`src/hw/rtl/vfqp_pkg.sv`:
```
// Shared types and constants for the voice frame queue packetizer.
// Used by every module of the block but vfqp_ram; depends on nothing else.
`default_nettype none

package vfqp_pkg;

    localparam int QUEUE_DEPTH     = 20;
    localparam int MAX_FRAMES      = 4;

    localparam int ADDR_W          = $clog2(QUEUE_DEPTH);
    localparam int CNT_W           = $clog2(QUEUE_DEPTH + 1);
    localparam int FCNT_W          = $clog2(MAX_FRAMES + 1);

    localparam int FRAME_W         = 64;
    localparam int SIZE_W          = 4;
    localparam int BYTE_W          = 8;
    localparam int BYTES_PER_FRAME = 8;
    localparam int BIDX_W          = $clog2(BYTES_PER_FRAME);
    localparam int BUDGET_W        = 16;
    localparam int MODE_W          = 3;
    localparam int FBYTES_W        = 4;
    localparam int HDR_CNT_W       = 4;
    localparam int PLEN_W          = 6;
    localparam int STATUS_W        = 3;
    localparam int TOT_W           = FCNT_W + FBYTES_W;
    localparam int RAM_W           = SIZE_W + FRAME_W;

    localparam int CFG_IDX_W       = 1;
    localparam int CFG_DATA_W      = 4;
    localparam logic [FBYTES_W-1:0] FBYTES_RESET = 4'd8;
    localparam logic [MODE_W-1:0]   MODE_RESET   = 3'd0;

    localparam int CMDQ_DEPTH      = 2;
    localparam int CMDQ_PTR_W      = $clog2(CMDQ_DEPTH);
    localparam int CMDQ_CNT_W      = $clog2(CMDQ_DEPTH + 1);

    typedef enum logic [STATUS_W-1:0] {
        ST_OK      = 3'd0,
        ST_INVALID = 3'd1,
        ST_FULL    = 3'd2,
        ST_NODATA  = 3'd3,
        ST_BYTE    = 3'd4
    } status_t;

    typedef enum logic {
        REQ_ENQ   = 1'b0,
        REQ_FETCH = 1'b1
    } req_t;

    typedef enum logic [CFG_IDX_W-1:0] {
        CFG_CODEC_MODE  = 1'b0,
        CFG_FRAME_BYTES = 1'b1
    } cfg_idx_t;

    typedef enum logic [2:0] {
        BK_IDLE,
        BK_STATUS,
        BK_HDR,
        BK_READ,
        BK_BYTES
    } back_state_t;

    // One classified request handed from the front to the back.
    typedef struct packed {
        logic                is_pkt;
        status_t             status;
        logic [BYTE_W-1:0]   header;
        logic [FCNT_W-1:0]   frames;
    } cmd_t;

endpackage

`default_nettype wire

```
`src/hw/rtl/vfqp_ram.sv`:
```
// Generic single-write, single-read memory with a registered read port.
// Standalone; read returns the old contents when both ports hit one address.
`default_nettype none

module vfqp_ram #(
    parameter int WIDTH = 8,
    parameter int DEPTH = 16
) (
    input  logic                     clk,
    input  logic                     wr_en,
    input  logic [$clog2(DEPTH)-1:0] wr_addr,
    input  logic [WIDTH-1:0]         wr_data,
    input  logic                     rd_en,
    input  logic [$clog2(DEPTH)-1:0] rd_addr,
    output logic [WIDTH-1:0]         rd_data
);

    logic [WIDTH-1:0] mem [DEPTH];
    logic [WIDTH-1:0] rd_data_reg;

    always_ff @(posedge clk)
    begin
        if (wr_en)
        begin
            mem[wr_addr] <= wr_data;
        end
        if (rd_en)
        begin
            rd_data_reg <= mem[rd_addr];
        end
    end

    assign rd_data = rd_data_reg;

endmodule

`default_nettype wire

```
`src/hw/rtl/vfqp_cmd_fifo.sv`:
```
// Short command queue between the front classifier and the back sequencer.
// Depends on vfqp_pkg for the command type and depth.
`default_nettype none

module vfqp_cmd_fifo (
    input  logic            clk,
    input  logic            rst_n,
    input  logic            push,
    input  vfqp_pkg::cmd_t  push_data,
    input  logic            pop,
    output vfqp_pkg::cmd_t  pop_data,
    output logic            full,
    output logic            empty
);

    import vfqp_pkg::*;

    cmd_t                  entry_reg [CMDQ_DEPTH];
    logic [CMDQ_PTR_W-1:0] wr_ptr_reg, wr_ptr_next;
    logic [CMDQ_PTR_W-1:0] rd_ptr_reg, rd_ptr_next;
    logic [CMDQ_CNT_W-1:0] count_reg, count_next;

    always_comb
    begin
        wr_ptr_next = wr_ptr_reg;
        rd_ptr_next = rd_ptr_reg;
        count_next  = count_reg;
        if (push)
        begin
            wr_ptr_next = (wr_ptr_reg == CMDQ_PTR_W'(CMDQ_DEPTH - 1)) ?
                          '0 : wr_ptr_reg + 1'b1;
        end
        if (pop)
        begin
            rd_ptr_next = (rd_ptr_reg == CMDQ_PTR_W'(CMDQ_DEPTH - 1)) ?
                          '0 : rd_ptr_reg + 1'b1;
        end
        if (push && !pop)
        begin
            count_next = count_reg + 1'b1;
        end
        else if (pop && !push)
        begin
            count_next = count_reg - 1'b1;
        end
    end

    always_ff @(posedge clk or negedge rst_n)
    begin
        if (!rst_n)
        begin
            wr_ptr_reg <= '0;
            rd_ptr_reg <= '0;
            count_reg  <= '0;
        end
        else
        begin
            wr_ptr_reg <= wr_ptr_next;
            rd_ptr_reg <= rd_ptr_next;
            count_reg  <= count_next;
        end
    end

    always_ff @(posedge clk)
    begin
        if (push)
        begin
            entry_reg[wr_ptr_reg] <= push_data;
        end
    end

    assign pop_data = entry_reg[rd_ptr_reg];
    assign full     = (count_reg == CMDQ_CNT_W'(CMDQ_DEPTH));
    assign empty    = (count_reg == '0);

endmodule

`default_nettype wire

```
`src/hw/rtl/vfqp_front.sv`:
```
// Front end: accepts request beats, holds configuration, tail and counts,
// writes frames to the store and classifies each request. Uses vfqp_pkg.
`default_nettype none

module vfqp_front (
    input  logic                            clk,
    input  logic                            rst_n,
    input  logic                            in_valid,
    output logic                            in_ready,
    input  logic                            req_type,
    input  logic [vfqp_pkg::FRAME_W-1:0]    frame_data,
    input  logic [vfqp_pkg::SIZE_W-1:0]     frame_size,
    input  logic [vfqp_pkg::BUDGET_W-1:0]   byte_budget,
    input  logic                            voice_active,
    input  logic                            cfg_wr_en,
    input  logic [vfqp_pkg::CFG_IDX_W-1:0]  cfg_index,
    input  logic [vfqp_pkg::CFG_DATA_W-1:0] cfg_data,
    input  logic                            frame_pop,
    input  logic                            cmdq_full,
    output logic                            cmd_push,
    output vfqp_pkg::cmd_t                  cmd_data,
    output logic                            ram_wr_en,
    output logic [vfqp_pkg::ADDR_W-1:0]     ram_wr_addr,
    output logic [vfqp_pkg::RAM_W-1:0]      ram_wr_data
);

    import vfqp_pkg::*;

    logic [MODE_W-1:0]   mode_reg, mode_next;
    logic [FBYTES_W-1:0] fbytes_reg, fbytes_next;
    logic [ADDR_W-1:0]   tail_reg, tail_next;
    logic [CNT_W-1:0]    count_reg, count_next;
    // Frames handed to the back end but not yet read out of the store.
    logic [CNT_W-1:0]    outst_reg, outst_next;

    logic [CNT_W:0]      phys;
    logic                enq_stall;
    logic                accept;
    logic                size_ok;
    logic                q_full;
    logic [FCNT_W-1:0]   f_cap;
    logic [TOT_W-1:0]    total;
    logic                cut;
    logic [FCNT_W-1:0]   fit_cnt;
    logic [FCNT_W-1:0]   frames;
    logic                do_store;
    logic                do_take;
    cmd_t                cmd;

    // Occupancy of the physical store includes frames still being read.
    assign phys      = {1'b0, count_reg} + {1'b0, outst_reg};
    assign enq_stall = (req_t'(req_type) == REQ_ENQ) && (outst_reg != '0) &&
                       (phys >= (CNT_W + 1)'(QUEUE_DEPTH));
    assign in_ready  = !cmdq_full && !enq_stall;
    assign accept    = in_valid && in_ready;

    always_comb
    begin
        size_ok = (frame_size != '0) && (frame_size <= SIZE_W'(BYTES_PER_FRAME));
        q_full  = (count_reg == CNT_W'(QUEUE_DEPTH));
        f_cap   = (count_reg > CNT_W'(MAX_FRAMES)) ? FCNT_W'(MAX_FRAMES) :
                  FCNT_W'(count_reg);
        total   = TOT_W'(f_cap) * TOT_W'(fbytes_reg);
        cut     = (BUDGET_W'(total) > byte_budget) && (fbytes_reg != '0);
        // Largest n below f_cap with n frames fitting the budget.
        fit_cnt = '0;
        for (int n = 1; n < MAX_FRAMES; n++)
        begin
            if ((FCNT_W'(n) < f_cap) &&
                (BUDGET_W'(n) * BUDGET_W'(fbytes_reg) <= byte_budget))
            begin
                fit_cnt = fit_cnt + 1'b1;
            end
        end
        frames = cut ? fit_cnt : f_cap;
    end

    always_comb
    begin
        cmd.is_pkt = 1'b0;
        cmd.status = ST_INVALID;
        cmd.header = {voice_active, HDR_CNT_W'(frames), mode_reg};
        cmd.frames = frames;
        do_store   = 1'b0;
        do_take    = 1'b0;
        case (req_t'(req_type))
            REQ_ENQ:
            begin
                if (!size_ok)
                begin
                    cmd.status = ST_INVALID;
                end
                else if (q_full)
                begin
                    cmd.status = ST_FULL;
                end
                else
                begin
                    cmd.status = ST_OK;
                    do_store   = 1'b1;
                end
            end
            REQ_FETCH:
            begin
                if (byte_budget == '0)
                begin
                    cmd.status = ST_INVALID;
                end
                else if (frames == '0)
                begin
                    cmd.status = ST_NODATA;
                end
                else
                begin
                    cmd.is_pkt = 1'b1;
                    cmd.status = ST_BYTE;
                    do_take    = 1'b1;
                end
            end
            default:
            begin
                cmd.status = ST_INVALID;
            end
        endcase
    end

    assign cmd_push    = accept;
    assign cmd_data    = cmd;
    assign ram_wr_en   = accept && do_store;
    assign ram_wr_addr = tail_reg;
    assign ram_wr_data = {frame_size, frame_data};

    always_comb
    begin
        mode_next   = mode_reg;
        fbytes_next = fbytes_reg;
        tail_next   = tail_reg;
        count_next  = count_reg;
        outst_next  = outst_reg;
        if (cfg_wr_en)
        begin
            case (cfg_idx_t'(cfg_index))
                CFG_CODEC_MODE:  mode_next   = cfg_data[MODE_W-1:0];
                CFG_FRAME_BYTES: fbytes_next = cfg_data[FBYTES_W-1:0];
                default:         mode_next   = mode_reg;
            endcase
        end
        if (accept && do_store)
        begin
            tail_next  = (tail_reg == ADDR_W'(QUEUE_DEPTH - 1)) ? '0 : tail_reg + 1'b1;
            count_next = count_reg + 1'b1;
        end
        if (accept && do_take)
        begin
            count_next = count_reg - CNT_W'(frames);
            outst_next = outst_reg + CNT_W'(frames);
        end
        if (frame_pop)
        begin
            outst_next = outst_next - 1'b1;
        end
    end

    always_ff @(posedge clk or negedge rst_n)
    begin
        if (!rst_n)
        begin
            mode_reg   <= MODE_RESET;
            fbytes_reg <= FBYTES_RESET;
            tail_reg   <= '0;
            count_reg  <= '0;
            outst_reg  <= '0;
        end
        else
        begin
            mode_reg   <= mode_next;
            fbytes_reg <= fbytes_next;
            tail_reg   <= tail_next;
            count_reg  <= count_next;
            outst_reg  <= outst_next;
        end
    end

    a_phys_bound: assert property (@(posedge clk) disable iff (!rst_n)
        phys <= (CNT_W + 1)'(QUEUE_DEPTH))
        else $error("store occupancy above depth");

    a_wr_free_slot: assert property (@(posedge clk) disable iff (!rst_n)
        ram_wr_en |-> (phys < (CNT_W + 1)'(QUEUE_DEPTH)))
        else $error("frame written into a slot not yet read");

    a_pop_owed: assert property (@(posedge clk) disable iff (!rst_n)
        frame_pop |-> (outst_reg != '0))
        else $error("frame read with no frame outstanding");

endmodule

`default_nettype wire

```
`src/hw/rtl/vfqp_back.sv`:
```
// Back end: takes classified commands, reads frames at the head of the store
// and streams status and packet beats through an output register. Uses vfqp_pkg.
`default_nettype none

module vfqp_back (
    input  logic                           clk,
    input  logic                           rst_n,
    input  logic                           cmd_valid,
    output logic                           cmd_pop,
    input  vfqp_pkg::cmd_t                 cmd_data,
    output logic                           ram_rd_en,
    output logic [vfqp_pkg::ADDR_W-1:0]    ram_rd_addr,
    input  logic [vfqp_pkg::RAM_W-1:0]     ram_rd_data,
    output logic                           frame_pop,
    output logic                           out_valid,
    input  logic                           out_ready,
    output logic [vfqp_pkg::STATUS_W-1:0]  status,
    output logic [vfqp_pkg::BYTE_W-1:0]    data_byte,
    output logic                           last,
    output logic [vfqp_pkg::PLEN_W-1:0]    packet_length
);

    import vfqp_pkg::*;

    back_state_t         state_reg, state_next;
    cmd_t                cmd_reg, cmd_next;
    logic [FCNT_W-1:0]   left_reg, left_next;
    logic [ADDR_W-1:0]   head_reg, head_next;
    logic [BIDX_W-1:0]   bidx_reg, bidx_next;
    logic [PLEN_W-1:0]   plen_reg, plen_next;
    logic                out_valid_reg, out_valid_next;
    status_t             out_status_reg;
    logic [BYTE_W-1:0]   out_byte_reg;
    logic                out_last_reg;
    logic [PLEN_W-1:0]   out_plen_reg;

    logic                load_ok;
    logic [SIZE_W-1:0]   rd_size;
    logic [FRAME_W-1:0]  rd_frame;
    logic                byte_final;
    logic [BYTE_W-1:0]   cur_byte;
    logic [PLEN_W-1:0]   plen_inc;
    logic                emit;
    status_t             emit_status;
    logic [BYTE_W-1:0]   emit_byte;
    logic                emit_last;
    logic [PLEN_W-1:0]   emit_plen;

    assign load_ok    = !out_valid_reg || out_ready;
    assign rd_size    = ram_rd_data[RAM_W-1 -: SIZE_W];
    assign rd_frame   = ram_rd_data[FRAME_W-1:0];
    assign byte_final = (SIZE_W'(bidx_reg) + 1'b1) == rd_size;
    assign cur_byte   = rd_frame[32'(bidx_reg) * BYTE_W +: BYTE_W];
    assign plen_inc   = plen_reg + 1'b1;

    always_comb
    begin
        state_next = state_reg;
        case (state_reg)
            BK_IDLE:
            begin
                if (cmd_valid)
                begin
                    state_next = cmd_data.is_pkt ? BK_HDR : BK_STATUS;
                end
            end
            BK_STATUS:
            begin
                if (load_ok)
                begin
                    state_next = BK_IDLE;
                end
            end
            BK_HDR:
            begin
                if (load_ok)
                begin
                    state_next = BK_READ;
                end
            end
            BK_READ:
            begin
                state_next = BK_BYTES;
            end
            BK_BYTES:
            begin
                if (load_ok && byte_final)
                begin
                    state_next = (left_reg == '0) ? BK_IDLE : BK_READ;
                end
            end
            default:
            begin
                state_next = BK_IDLE;
            end
        endcase
    end

    always_comb
    begin
        cmd_pop     = 1'b0;
        ram_rd_en   = 1'b0;
        frame_pop   = 1'b0;
        emit        = 1'b0;
        emit_status = ST_BYTE;
        emit_byte   = '0;
        emit_last   = 1'b0;
        emit_plen   = '0;
        cmd_next    = cmd_reg;
        left_next   = left_reg;
        head_next   = head_reg;
        bidx_next   = bidx_reg;
        plen_next   = plen_reg;
        case (state_reg)
            BK_IDLE:
            begin
                if (cmd_valid)
                begin
                    cmd_pop   = 1'b1;
                    cmd_next  = cmd_data;
                    left_next = cmd_data.frames;
                end
            end
            BK_STATUS:
            begin
                emit        = load_ok;
                emit_status = cmd_reg.status;
                emit_last   = 1'b1;
            end
            BK_HDR:
            begin
                emit      = load_ok;
                emit_byte = cmd_reg.header;
                if (load_ok)
                begin
                    plen_next = PLEN_W'(1);
                end
            end
            BK_READ:
            begin
                // The slot is free once this read is registered.
                ram_rd_en = 1'b1;
                frame_pop = 1'b1;
                left_next = left_reg - 1'b1;
                head_next = (head_reg == ADDR_W'(QUEUE_DEPTH - 1)) ? '0 : head_reg + 1'b1;
                bidx_next = '0;
            end
            BK_BYTES:
            begin
                emit      = load_ok;
                emit_byte = cur_byte;
                emit_last = byte_final && (left_reg == '0);
                emit_plen = emit_last ? plen_inc : '0;
                if (load_ok)
                begin
                    plen_next = plen_inc;
                    if (!byte_final)
                    begin
                        bidx_next = bidx_reg + 1'b1;
                    end
                end
            end
            default:
            begin
                emit = 1'b0;
            end
        endcase
        if (emit)
        begin
            out_valid_next = 1'b1;
        end
        else
        begin
            out_valid_next = out_valid_reg && !out_ready;
        end
    end

    assign ram_rd_addr = head_reg;

    always_ff @(posedge clk or negedge rst_n)
    begin
        if (!rst_n)
        begin
            state_reg     <= BK_IDLE;
            left_reg      <= '0;
            head_reg      <= '0;
            bidx_reg      <= '0;
            plen_reg      <= '0;
            out_valid_reg <= 1'b0;
        end
        else
        begin
            state_reg     <= state_next;
            left_reg      <= left_next;
            head_reg      <= head_next;
            bidx_reg      <= bidx_next;
            plen_reg      <= plen_next;
            out_valid_reg <= out_valid_next;
        end
    end

    always_ff @(posedge clk)
    begin
        cmd_reg <= cmd_next;
        if (emit)
        begin
            out_status_reg <= emit_status;
            out_byte_reg   <= emit_byte;
            out_last_reg   <= emit_last;
            out_plen_reg   <= emit_plen;
        end
    end

    assign out_valid     = out_valid_reg;
    assign status        = out_status_reg;
    assign data_byte     = out_byte_reg;
    assign last          = out_last_reg;
    assign packet_length = out_plen_reg;

endmodule

`default_nettype wire

```
`src/hw/rtl/voice_frame_queue_packetizer_core.sv`:
```
// Voice frame queue packetizer. An enqueue request returns one status beat;
// the front accepts a new request every cycle while the two-entry command
// queue has room and no enqueue is held for store space. The back end takes
// each command from that queue in its idle state. A fetch produces one
// header beat and then, for each frame taken, a read of the frame store
// through its single read port and one beat per stored byte. A packet holds
// at most four frames. An enqueue that finds the store physically full
// waits until the back end has read out the frames of earlier fetches. No
// clearing pass is needed after reset. Depends on vfqp_pkg and the vfqp_*
// modules.
`default_nettype none

module voice_frame_queue_packetizer_core (
    input  logic                            clk,
    input  logic                            rst_n,
    input  logic                            in_valid,
    output logic                            in_ready,
    input  logic                            req_type,
    input  logic [vfqp_pkg::FRAME_W-1:0]    frame_data,
    input  logic [vfqp_pkg::SIZE_W-1:0]     frame_size,
    input  logic [vfqp_pkg::BUDGET_W-1:0]   byte_budget,
    input  logic                            voice_active,
    output logic                            out_valid,
    input  logic                            out_ready,
    output logic [vfqp_pkg::STATUS_W-1:0]   status,
    output logic [vfqp_pkg::BYTE_W-1:0]     data_byte,
    output logic                            last,
    output logic [vfqp_pkg::PLEN_W-1:0]     packet_length,
    input  logic                            cfg_wr_en,
    input  logic [vfqp_pkg::CFG_IDX_W-1:0]  cfg_index,
    input  logic [vfqp_pkg::CFG_DATA_W-1:0] cfg_data
);

    import vfqp_pkg::*;

    logic                cmdq_full;
    logic                cmdq_empty;
    logic                cmd_push;
    logic                cmd_pop;
    cmd_t                cmd_in;
    cmd_t                cmd_out;
    logic                frame_pop;
    logic                ram_wr_en;
    logic [ADDR_W-1:0]   ram_wr_addr;
    logic [RAM_W-1:0]    ram_wr_data;
    logic                ram_rd_en;
    logic [ADDR_W-1:0]   ram_rd_addr;
    logic [RAM_W-1:0]    ram_rd_data;

    vfqp_front u_front (
        .clk          (clk),
        .rst_n        (rst_n),
        .in_valid     (in_valid),
        .in_ready     (in_ready),
        .req_type     (req_type),
        .frame_data   (frame_data),
        .frame_size   (frame_size),
        .byte_budget  (byte_budget),
        .voice_active (voice_active),
        .cfg_wr_en    (cfg_wr_en),
        .cfg_index    (cfg_index),
        .cfg_data     (cfg_data),
        .frame_pop    (frame_pop),
        .cmdq_full    (cmdq_full),
        .cmd_push     (cmd_push),
        .cmd_data     (cmd_in),
        .ram_wr_en    (ram_wr_en),
        .ram_wr_addr  (ram_wr_addr),
        .ram_wr_data  (ram_wr_data)
    );

    vfqp_cmd_fifo u_cmdq (
        .clk       (clk),
        .rst_n     (rst_n),
        .push      (cmd_push),
        .push_data (cmd_in),
        .pop       (cmd_pop),
        .pop_data  (cmd_out),
        .full      (cmdq_full),
        .empty     (cmdq_empty)
    );

    vfqp_ram #(
        .WIDTH (RAM_W),
        .DEPTH (QUEUE_DEPTH)
    ) u_store (
        .clk     (clk),
        .wr_en   (ram_wr_en),
        .wr_addr (ram_wr_addr),
        .wr_data (ram_wr_data),
        .rd_en   (ram_rd_en),
        .rd_addr (ram_rd_addr),
        .rd_data (ram_rd_data)
    );

    vfqp_back u_back (
        .clk           (clk),
        .rst_n         (rst_n),
        .cmd_valid     (!cmdq_empty),
        .cmd_pop       (cmd_pop),
        .cmd_data      (cmd_out),
        .ram_rd_en     (ram_rd_en),
        .ram_rd_addr   (ram_rd_addr),
        .ram_rd_data   (ram_rd_data),
        .frame_pop     (frame_pop),
        .out_valid     (out_valid),
        .out_ready     (out_ready),
        .status        (status),
        .data_byte     (data_byte),
        .last          (last),
        .packet_length (packet_length)
    );

endmodule

`default_nettype wire
```
`config.mk`:
```
export PLATFORM = sky130hd
export DESIGN_NAME = voice_frame_queue_packetizer_core
export DESIGN_NICKNAME = d
export VERILOG_FILES = /design/src/hw/rtl/vfqp_pkg.sv /design/src/hw/rtl/vfqp_ram.sv /design/src/hw/rtl/vfqp_cmd_fifo.sv /design/src/hw/rtl/vfqp_front.sv /design/src/hw/rtl/vfqp_back.sv /design/src/hw/rtl/voice_frame_queue_packetizer_core.sv
export SDC_FILE = /design/constraint.sdc
export NUM_CORES = 1
export LEC_CHECK = 0
export ABC_AREA = 1
export ABC_CLOCK_PERIOD_IN_PS = 6600
export BUFFER_PORTS_ARGS = -buffer_cell sky130_fd_sc_hd__buf_2
export CELL_PAD_IN_SITES_DETAIL_PLACEMENT = 0
export CELL_PAD_IN_SITES_GLOBAL_PLACEMENT = 1
export CORE_MARGIN = 5
export CORE_UTILIZATION = 39
export DETAILED_ROUTE_END_ITERATION = 10
export PLACE_DENSITY_LB_ADDON = 0.1
export REMOVE_ABC_BUFFERS = 1
export SYNTH_ARGS = -nofsm -noshare
export SYNTH_HDL_FRONTEND = slang
export SYNTH_HIERARCHICAL = 1
export SYNTH_SLANG_ARGS = --single-unit
```
`constraint.sdc`:
```
create_clock -name clk -period 6.6 [get_ports clk]
set_input_delay 0.33 -clock clk [delete_from_list [all_inputs] [get_ports clk]]
set_output_delay 0.33 -clock clk [all_outputs]
set_load 0.005 [all_outputs]
```
==> results.tsv <==
stage	metric	value	unit
layout	ff_latch_area	45800	um2
hold_path	min_path_type	input pin to flop	
setup_path	ff2ff_path_depth	26	
setup_path	arrival	6130	ps
clocking	clk_pin_slew	60	ps
timing	setup_ws	1180	ps
clocking	cts_buffers	168	
place	dp.cells	7398	
drt	ant_nets	0	
synth	synth.distinct_cells	54	
clocking	htree_levels	4	
power_and_ir_drop	p_leak	26.3	nW
place	gp_congestion	0.767	
power_and_ir_drop	pwr_density_cell	413	nW/um2
power_and_ir_drop	irDropWorstVdd	0.000402	V
setup_path	crit_path_max_incr_delay	510	ps
floorplanning	die_w	414	um
setup_path	regToRegSetupSlack	1180	ps
setup_path	endpoint	u_front/count_reg[4]	
synth	yosys_warnings	6	
drt	viasPerCell	5.19	
global_routing	grt_overflow_total	0	
clocking	post-cts-setup-buffers	0	
clocking	cts_tree	yes	
timing	relSlewSlack	16.4	%
synth	synth_area	63800	um2
synth	syn_inst	5401	
timing	hold_violations	0	
drt	drcViolationCount	0	
global_routing	grt_pass1_wl	269	mm
synth	synth_seq_area_share	71.9	%
global_routing	globalRouteTotalUtil	20.7	%
layout	layout_common_cells	nand2_1 (1,783), edfxtp_1 (1,487), nand3_1 (867)	
clocking	clk_latency	810	ps
place	place_hpwl	96.0	mm
drt	drt_pass1_iterations	5	
run	drv_cap	0	
place	dpl_worst_slack	1130	ps
timing	max_freq	0.184	GHz
timing	min_period_over_period	82.2	%
setup_path	critPathLaunch	u_front/count_reg[2]	
setup_path	rr_startpoint	u_front/count_reg[2]	
place	dpl_cell_area	66100	um2
global_routing	grt_start_max_net_pins	186	
floorplanning	pin_count	116	
setup_path	critPathMaxFanout	9	
layout	final_area	72200	um2
setup_path	cp.required	7300	ps
synth	ys_seq_elements	1534	
timing	rsz0062_at_grt	false	
synth	ys_async_sr_fraction	3.06	%
synth	ys.flop_type	edfxtp_1	
layout	area_delta_synth_final	13.3	%
clocking	cts_buffer_depth	3	
setup_path	reg2reg_to	u_front/count_reg[4]	
drt	via_count	40400	
timing	hold_slack	54.1	ps
timing	skew	41.9	ps
floorplanning	initial_core_util	39.2	%
floorplanning	die_y	414	um
clocking	cts.sinks	1534	
global_routing	antenna_found_initial	7	
setup_path	start_kind	flop	
synth	synth_top_area_share	70.0	%
drt	routedWlPerCell	23.4	um
timing	final-setup-viol-count	0	
global_routing	grt_pass1_vias	39500	
timing	drv_slew	0	
run_status	status	complete, no violations	
layout	nets	5632	
timing	worst-slew-pin-transition	1250	ps
clocking	cts_root_buf	clkbuf_16	
setup_path	path_class	flop to flop	
layout	largest_reg_flops	1360	
clocking	ctsResizeCount	0	
layout	multi_input_area	15600	um2
floorplanning	rows	148	
drt	totalWireLength	182	mm
layout	drive_gt1_share	8.95	%
setup_path	slowest_stage	fa_1	
timing	period_needed	5420	ps
setup_path	endpoint_kind	flop	
floorplanning	core	163000	um2
layout	layout_commonest_cell	nand2_1	
layout	fillerInstances	15100	
layout	fin_cells	7784	
synth	syn_area_per_cell	11.8	um2
synth	yosys-top-cells-area	edfxtp_1 (70%), nand2_1 (10%), nand3_1 (6.8%)	
drt	first_iter_violations	2947	
place	port_buffers	115	
setup_path	crit_path_frequent_cell	nand2_1	
floorplanning	dieArea	172000	um2
synth	synth-edff-count	1487	
synth	synth_top_area_cell	edfxtp_1	
[final cells by class]
cell class	count	area share [%]
tap	2175	3.77
multi-input combinational	3371	21.6
sequential	1534	63.5
clock buffer	216	6.13
inverter	122	0.674
timing repair buffer	278	3.16
antenna	3	0.0104
clock inverter	85	1.24
[worst min-delay path by stage]
stage                              startpoint                     end  slack [ps]  cells past startpoint
after floorplan                         rst_n      u_back/bidx_reg[0]          30                      0
after global placement    u_front/mode_reg[0]  u_cmdq/entry_reg[1][3]         460                      0
after detailed placement  u_front/mode_reg[0]  u_cmdq/entry_reg[0][3]         460                      0
after CTS                      frame_data[19]      u_store/mem[9][19]           2                      1
after global routing           frame_data[19]      u_store/mem[8][19]          40                      1
final                          frame_data[19]      u_store/mem[9][19]          50                      1
[critical path, delay by kind of cell (launching register included)]
| kind | cells | cell delay, ps |
|---|---|---|
| AO/OA/AOI/OAI | 3 | 620 |
| XOR/XNOR | 2 | 330 |
| flip-flops | 1 | 460 |
| adder cells (fa/ha/maj) | 6 | 2050 |
| buffers and inverters | 4 | 400 |
| AND/OR/NAND/NOR | 11 | 1520 |
[cells by family after synthesis]
family	count (synthesis)	synth area share, %
DFF	1534	71.9
buffers and inverters	496	3.91
other	1	0.00588
muxes	16	0.336
adders and majority gates	61	1.28
and+or+nand+nor	2948	19.4
AOI/OAI and AO/OA	323	2.85
xor gates and xnor gates	22	0.302
[metal layers]
layer / GRT usage, % / wire length (um) / share of wire [%]
met5: 0 / 13 / 0.0071
met4: 4.80 / 3420 / 1.9
met3: 2.73 / 7120 / 3.9
met2: 34.5 / 87800 / 48
met1: 29.1 / 83800 / 46
[stage by stage]
stage                TNS, ps  total power (W)  util [%]
floorplan           -1574270           0.0173         -
detailed placement         0           0.0209      40.7
CTS                        0           0.0302      44.4
global placement           0           0.0209      40.7
global route               0           0.0315      44.4
finish                     0           0.0298      44.4
[where the power goes]
group          leakage, nW  internal, W  switching, W
combinational         9.76      0.00243       0.00636
sequential            14.0       0.0114      0.000437
clock                 2.58      0.00532       0.00384
[cells in the mapped netlist, types with 3 or more instances]
master and count:
nand2_1 1783, edfxtp_1 1487, nand3_1 867, nor2_1 241
o21ai_0 195, buf_2 126, inv_1 108, buf_4 103
clkbuf_1 93, o22ai_1 72, ha_1 54, dfrtp_1 46
buf_1 40, a21oi_1 22, xor2_1 17, o221ai_1 16
nand2_2 13, inv_2 12, nand4_1 11, buf_6 9
mux2_4 9, fa_1 7, mux2_2 6, nor2_2 6
nor3_1 6, xnor2_1 5, o21ai_2 4, a21oi_2 3
and2_1 3, nand3_4 3, nand3b_1 3, o211ai_1 3
[timing repair]
action	in CTS	in global routing
hold endpoints to repair	1365	0
setup endpoints to repair	0	0
hold buffers	82	0
Note: power is estimated with default switching activity, not from simulation.
